**src/rtl/core/cfds_pkg.sv**
```systemverilog
// cfds_pkg: shared types, constants and helpers for the cubic forward difference stepper
// used by cfds_div and cubic_forward_difference_stepper_core; no dependencies
package cfds_pkg;

    localparam int COEF_W     = 32;
    localparam int COEF_FRAC  = 16;
    localparam int ACC_W      = 64;
    localparam int AXES       = 3;
    localparam int ROW_LEN    = 4;
    localparam int STEP_W     = 11;
    localparam int DIVIDEND_W = 34;   // |coef| * 6 fits in 34 bits
    localparam int DIVISOR_W  = 33;   // n^3 with n below 2^11
    localparam int QUOT_W     = 63;
    localparam int POINT_XY_W = 24;
    localparam int POINT_Z_W  = 32;

    localparam logic ACT_LOAD = 1'b0;
    localparam logic ACT_STEP = 1'b1;

    typedef enum logic [2:0] {
        ST_IDLE,
        ST_SQUARE,
        ST_CUBE,
        ST_ISSUE,
        ST_WAIT,
        ST_WRITE
    } state_t;

    typedef enum logic [2:0] {
        TERM_CONST,
        TERM_LIN,
        TERM_SQ,
        TERM_CUB,
        TERM_CUB6,
        TERM_SQ2
    } term_t;

    typedef struct packed {
        logic                  start;
        logic [DIVIDEND_W-1:0] dividend;
        logic [DIVISOR_W-1:0]  divisor;
    } div_req_t;

    typedef struct packed {
        logic              done;
        logic [QUOT_W-1:0] quotient;
    } div_rsp_t;

    function automatic logic signed [ACC_W-1:0] sat_add(
        input logic signed [ACC_W-1:0] p,
        input logic signed [ACC_W-1:0] q
    );
        logic signed [ACC_W-1:0] s;
        s = p + q;
        if ((p[ACC_W-1] == q[ACC_W-1]) && (s[ACC_W-1] != p[ACC_W-1]))
        begin
            if (p[ACC_W-1])
            begin
                sat_add = {1'b1, {(ACC_W-1){1'b0}}};
            end
            else
            begin
                sat_add = {1'b0, {(ACC_W-1){1'b1}}};
            end
        end
        else
        begin
            sat_add = s;
        end
    endfunction

endpackage

```
**src/rtl/core/cfds_div.sv**
```systemverilog
// cfds_div: restoring divider, one quotient bit per cycle, dividend scaled by 2^SHIFT_BITS
// quotient saturates at 2^63-1; depends on cfds_pkg
module cfds_div #(
    parameter int SHIFT_BITS = 24
) (
    input  logic                clk,
    input  logic                rst_n,
    input  cfds_pkg::div_req_t  req,
    output cfds_pkg::div_rsp_t  rsp
);

    localparam int XW = cfds_pkg::DIVIDEND_W;
    localparam int DW = XW + SHIFT_BITS;
    localparam int CW = $clog2(DW + 1);
    localparam int VW = cfds_pkg::DIVISOR_W;
    localparam int QW = cfds_pkg::QUOT_W;

    logic          busy_reg;
    logic          busy_next;
    logic          done_reg;
    logic          done_next;
    logic [CW-1:0] count_reg;
    logic [CW-1:0] count_next;
    logic [DW-1:0] num_reg;
    logic [DW-1:0] num_next;
    logic [VW:0]   rem_reg;
    logic [VW:0]   rem_next;
    logic [VW-1:0] den_reg;
    logic [VW-1:0] den_next;
    logic [QW-1:0] quo_reg;
    logic [QW-1:0] quo_next;
    logic          sat_reg;
    logic          sat_next;

    logic [VW:0]   rem_sh;
    logic [VW+1:0] diff;

    always_comb
    begin
        rem_sh     = {rem_reg[VW-1:0], num_reg[DW-1]};
        diff       = {1'b0, rem_sh} - {2'b00, den_reg};
        busy_next  = busy_reg;
        done_next  = 1'b0;
        count_next = count_reg;
        num_next   = num_reg;
        rem_next   = rem_reg;
        den_next   = den_reg;
        quo_next   = quo_reg;
        sat_next   = sat_reg;
        if (req.start)
        begin
            busy_next  = 1'b1;
            count_next = CW'(DW);
            num_next   = {req.dividend, {SHIFT_BITS{1'b0}}};
            rem_next   = '0;
            den_next   = req.divisor;
            quo_next   = '0;
            sat_next   = 1'b0;
        end
        else if (busy_reg)
        begin
            num_next   = {num_reg[DW-2:0], 1'b0};
            rem_next   = diff[VW+1] ? rem_sh : diff[VW:0];
            // a bit leaving the top means the quotient passed 2^63-1
            sat_next   = sat_reg | quo_reg[QW-1];
            quo_next   = {quo_reg[QW-2:0], ~diff[VW+1]};
            count_next = count_reg - CW'(1);
            if (count_reg == CW'(1))
            begin
                busy_next = 1'b0;
                done_next = 1'b1;
            end
        end
    end

    always_ff @(posedge clk or negedge rst_n)
    begin
        if (!rst_n)
        begin
            busy_reg  <= 1'b0;
            done_reg  <= 1'b0;
            count_reg <= '0;
        end
        else
        begin
            busy_reg  <= busy_next;
            done_reg  <= done_next;
            count_reg <= count_next;
        end
    end

    always_ff @(posedge clk)
    begin
        num_reg <= num_next;
        rem_reg <= rem_next;
        den_reg <= den_next;
        quo_reg <= quo_next;
        sat_reg <= sat_next;
    end

    assign rsp.done     = done_reg;
    assign rsp.quotient = sat_reg ? {QW{1'b1}} : quo_reg;

endmodule

```
**config.mk**
```make
export PLATFORM = sky130hd
export DESIGN_NAME = cfds_div
export DESIGN_NICKNAME = d
export VERILOG_FILES = /design/src/rtl/core/cfds_pkg.sv /design/src/rtl/core/cfds_div.sv
export SDC_FILE = /design/constraint.sdc
export NUM_CORES = 1
export LEC_CHECK = 0
export ABC_AREA = 1
export BUFFER_PORTS_ARGS = -buffer_cell sky130_fd_sc_hd__buf_2
export CAP_MARGIN = 20
export CORE_MARGIN = 2
export CORE_UTILIZATION = 25
export CTS_BUF_LIST = sky130_fd_sc_hd__clkbuf_16
export DETAILED_ROUTE_END_ITERATION = 6
export GPL_ROUTABILITY_DRIVEN = 0
export PLACE_DENSITY = 0.47
export SYNTH_ARGS = -nofsm -noshare
export SYNTH_HDL_FRONTEND = slang
export SYNTH_SLANG_ARGS = --single-unit
```
**constraint.sdc**
```tcl
create_clock -name clk -period 3 [get_ports clk]
set_input_delay 0.6 -clock clk [delete_from_list [all_inputs] [get_ports clk]]
set_output_delay 0.6 -clock clk [all_outputs]
set_load 0.05 [all_outputs]
```
=== Word level (Yosys, flattened, before mapping) ===
Index checks and enable logic that the tools add are counted.

* Eq/ne operators: 1
* Reductions and logical operators: 1
* Bitwise gates (word level): 2
* Add/subtract/negate cells: 2
* Mux-type cells: 12

{| class="wikitable"
|+ Operators with widths
! kind !! number
|-
| $mux 58 || 2
|-
| $mux 63 || 1
|-
| $sub 34x33->35 || 1
|-
| $mux 33 || 1
|-
| $mux 6 || 2
|-
| $eq 6x1->1 const B || 1
|-
| $mux 1 || 6
|-
| $sub 6x1->6 const B || 1
|-
| $reduce_bool 2->1 || 1
|-
| $not 1->1 || 1
|-
| $or 1x1->1 || 1
|}

* Word-level logic and storage cells: 26
* Bits of input ports: 70
* Output and inout port bits: 64
* Register bits: 172

=== Depth between registers and ports, before layout ===
* Depth in word-level cells: 4
* Depth in mapped cells: 17
* Mapped depth without buffers: 17

=== Worst setup path after synthesis ===
OpenSTA, ideal clock, no wires.

* Path type: input to register
* Start point: input req[67] (netlist bit)
* End point: register num_reg[24], enable pin
* Buffers on the path: 2
* Stages: 4
* Arrival time: 2147 ps
* Setup time: 412 ps
* Data required time: 2588 ps
* Slack: 441 ps
* Cell sequence: clkbuf_1 -> nor2_1 -> inv_1 -> clkbuf_1

* Longest elaborated chain between the ends: 1

{| class="wikitable"
|+ RTL lines
! element !! line !! source
|-
| start: declaration || cfds_div.sv:8 || <nowiki>input cfds_pkg::div_req_t req,</nowiki>
|-
| $reduce_bool 2->1 (no line) || - ||
|-
| end signal: assignment || cfds_div.sv:94 || <nowiki>num_reg <= num_next;</nowiki>
|-
| end: declaration || cfds_div.sv:24 || <nowiki>logic [DW-1:0] num_reg;</nowiki>
|}

Every way passes these cells.
A chain may end at the register's enable or synchronous reset.

=== Worst setup path after layout ===
* Start point: register num_reg[57]
* End point: register rem_reg[18]

* Longest elaborated chain between the ends: 2

{| class="wikitable"
|+ RTL lines
! element !! line !! source
|-
| $sub 34x33->35 || cfds_div.sv:41 || <nowiki>diff = {1'b0, rem_sh} - {2'b00, den_reg};</nowiki>
|-
| $mux 33 || cfds_div.sv:63 || <nowiki>rem_next = diff[VW+1] ? rem_sh : diff[VW:0];</nowiki>
|-
| end signal: assignment || cfds_div.sv:95 || <nowiki>rem_reg <= rem_next;</nowiki>
|-
| end: declaration || cfds_div.sv:26 || <nowiki>logic [VW:0] rem_reg;</nowiki>
|}

Every way passes these cells.

==> results.py <==
metrics = {
    "synthesis": {
        "synth_enable_flop_cells": 67,
        "netlist_area_um2": 9270,
        "ys_async_sr_fraction": 0.0465,
        "mappedNetlistNets": 1381,
        "portion_of_the_post_synthesis_area_used_by_sequential_elements": 0.448,
        "synth_cells": 1275,
        "yosysUniqueCellTypes": 40,
        "dominant_register_cell_in_the_synthesized_netlist": "dfxtp_1",
        "syn_avg_cell_area_um2": 7.27,
        "flop_and_latch_count_out_of_synthesis": 172,
        "syn_warnings": 0,
    },
    "cts": {
        "clk_root_buffer_cell": "clkbuf_16",
        "postCtsResizedCells": 0,
        "numClockSinks": 172,
        "cts.reportedPaths.clkPinSlew_ns": 0.07,
        "clock_path_buffers": 2,
        "cts_made_buffers": 17,
        "clock_tree_from_tritoncts": "done",
        "cts.repair_timing.setup_buffer_count": 0,
        "ctsHtreeMaxLevel": 4,
        "insertion_delay_ns": 0.43,
    },
    "power": {
        "cellPowerDensity_nw_per_um2": 755,
        "ir_worst_vdd_uv": 445,
        "power_leakage_nw": 5.94,
        "power.total_mw": 8.30,
    },
    "global_routing": {
        "grt_antenna_before_repair": 3,
        "first_global_vias": 7586,
        "groute.usage.overall": 0.136,
        "grt_max_degree": 99,
        "first_pass_grt_wire_length_um": 41100,
        "grt_remaining_overflow": 0,
    },
    "placement": {
        "dp_hpwl_um": 18700,
        "port_buffers": 133,
        "place_inst": 1845,
    },
    "timing": {
        "finish_stage_setup_viols": 0,
        "timing.setup.tns_ns": 0,
        "timing_worst_slew_pin_value_ns": 0.713,
        "period_share": 0.855,
        "hold_violations": 0,
        "max-slew-margin-rel": 0.525,
        "worst_clock_skew_ns": 0.0123,
        "unrepaired_setup_endpoints_after_global_routing": "false",
        "timing.fmax_ghz": 0.390,
        "post-route-min-period_ns": 2.57,
        "slew_viol_final": 0,
        "holdWs_ns": 0.336,
    },
    "finish": {
        "top_library_cells_by_usage_in_the_layout_fill_and_taps_aside": "463 x nand2_1, 223 x inv_1, 132 x buf_2, 97 x dfxtp_1, 74 x nor2_1",
        "nets": 1503,
        "final_common_cell": "nand2_1",
        "flow.area_growth_from_synthesis_pct": 18.7,
        "n_fill_cell": 3958,
        "fin_util": 0.301,
        "largest_register_ff_count": 63,
        "post_route_cells_drive_above_1_share": 0.152,
        "layout.cells.non_filler": 1879,
        "multiInputGateArea_um2": 4020,
        "seqCellArea_um2": 4150,
    },
    "floorplanning": {
        "floorplan.core_area_um2": 36500,
        "num_rows": 70,
        "dieWidth_um": 197,
        "boundaryPins": 134,
        "initial_utilization": 0.254,
        "die_area_um2": 38600,
        "fp.dieH_um": 197,
    },
    "critical_path": {
        "setup.worst_path.end_class": "flip-flop",
        "critPathArrivalTime_ns": 2.86,
        "critical_path_required_ns": 3.30,
        "critical_path.n_buffers_inverters": 2,
        "timing.critical_path.slowest_cell_delay_ns": 0.45,
        "criticalPathCategory": "reg -> reg",
        "crit_path_max_fanout": 37,
        "timing.critical_path.slowest_stage_cell": "fa_1",
        "worst_setup_path_start_kind": "flip-flop",
        "cpMostUsedCell": "nand2_4",
        "cp_top_family": "simple AND/OR/NAND/NOR gates",
        "crit_chain": "inv_1 > ha_1 > inv_1 > fa_1 > nand3_2 > nand3_4 > nand2_4 > nand2_4 > nand2_4 > nand2_8 > nand2_4 > nor2_1 > nor2_1 > nor2_1",
    },
    "route": {
        "drcViolationCount": 0,
        "drt-initial-drc-count": 527,
        "dr_total_vias": 8079,
        "drt-vias-per-instance": 4.30,
        "final_antenna_net_count": 0,
        "detail_route.first_pass.iterations": 5,
        "wl_per_cell_um": 13.8,
        "routed_wirelength_um": 25800,
    },
    "status": {
        "status": "finished, final reports clean",
    },
    "run": {
        "maxCapViolations": 0,
    },
    "min_path": {
        "worstHoldPathType": "in -> reg",
    },
}
-- Yosys cell counts, types with 9 or more instances --
master / number / area [um2]
nor2_2: 9 / 56.3
dfxtp_1: 97 / 1940
o21ai_0: 14 / 70.1
ha_1: 35 / 438
edfxtp_1: 67 / 2010
nor2_1: 74 / 278
inv_1: 224 / 841
nor3_1: 9 / 45.0
clkbuf_1: 31 / 116
nand4_1: 25 / 156
o21ai_1: 12 / 60.1
a21oi_1: 29 / 145
o22ai_1: 63 / 394
nand2_1: 463 / 1740
nand3_1: 53 / 265
inv_2: 12 / 45.0
-- cell type report --
| cell class | count | share of cell area |
|---|---|---|
| multi-input combinational | 824 | 0.365 |
| timing repair buffer | 146 | 0.0710 |
| antenna | 2 | 0.000455 |
| sequential | 172 | 0.378 |
| tap | 468 | 0.0532 |
| clock buffer | 18 | 0.0410 |
| clock inverter | 13 | 0.0107 |
| inverter | 236 | 0.0807 |
-- per-stage QoR --
stage	setup slack, ns	area (um2)
final	0.435	11000
after global routing	0.167	11000
after CTS	0.421	11000
after detailed placement	0.451	10400
after global placement	0.478	10400
after floorplan	0.441	9270
-- path summary, 6_finish.rpt --
check | startpoint | end | slack, ns | cells past startpoint
min in group asynchronous | rst_n | count_reg[0] | 0.58 | 2
hold reg to reg | rem_reg[31] | rem_reg[31] | 0.47 | 2
setup reg to reg | num_reg[57] | rem_reg[18] | 0.43 | 14
max in group asynchronous | rst_n | count_reg[3] | 2.24 | 2
setup / recovery | num_reg[57] | rem_reg[18] | 0.43 | 14
hold / removal | req[6] | den_reg[6] | 0.34 | 1
-- kinds of logic after synthesis --
| logic type | synth area share |
|---|---|
| buf+inv | 0.118 |
| flops | 0.448 |
| xor+xnor | 0.0113 |
| compound gates | 0.0816 |
| simple gates | 0.291 |
| fa+ha+maj | 0.0494 |
-- timing repair --
action                                  in CTS  in global routing
endpoints found under the hold margin        8                  0
hold buffers                                 1                  0
endpoints found under the setup margin       0                  0
-- power by group --
part,internal (mW),switching [mW]
combinational,1.07,2.10
sequential,2.71,0.211
clock,1.17,1.03
total,4.96,3.34
-- routing by layer --
metal  global-route usage  vias to the layer above  routed length, um
met4               0.0345                        2                284
met2                0.214                      157              11400
li1                     -                     4251                  -
met3               0.0313                       19               1260
met5                    0                        -                 13
met1                0.187                     3650              12900
-- worst register-to-register path: stages, from the launching register on --
cell and delay, ns:
edfxtp_1 0.36, inv_1 0.09, ha_1 0.14, inv_1 0.07, fa_1 0.45, nand3_2 0.13, nand3_4 0.12, nand2_4 0.10
nand2_4 0.05, nand2_4 0.23, nand2_8 0.23, nand2_4 0.25, nor2_1 0.07, nor2_1 0.10, nor2_1 0.04
Power figures use the tool's default switching activity.
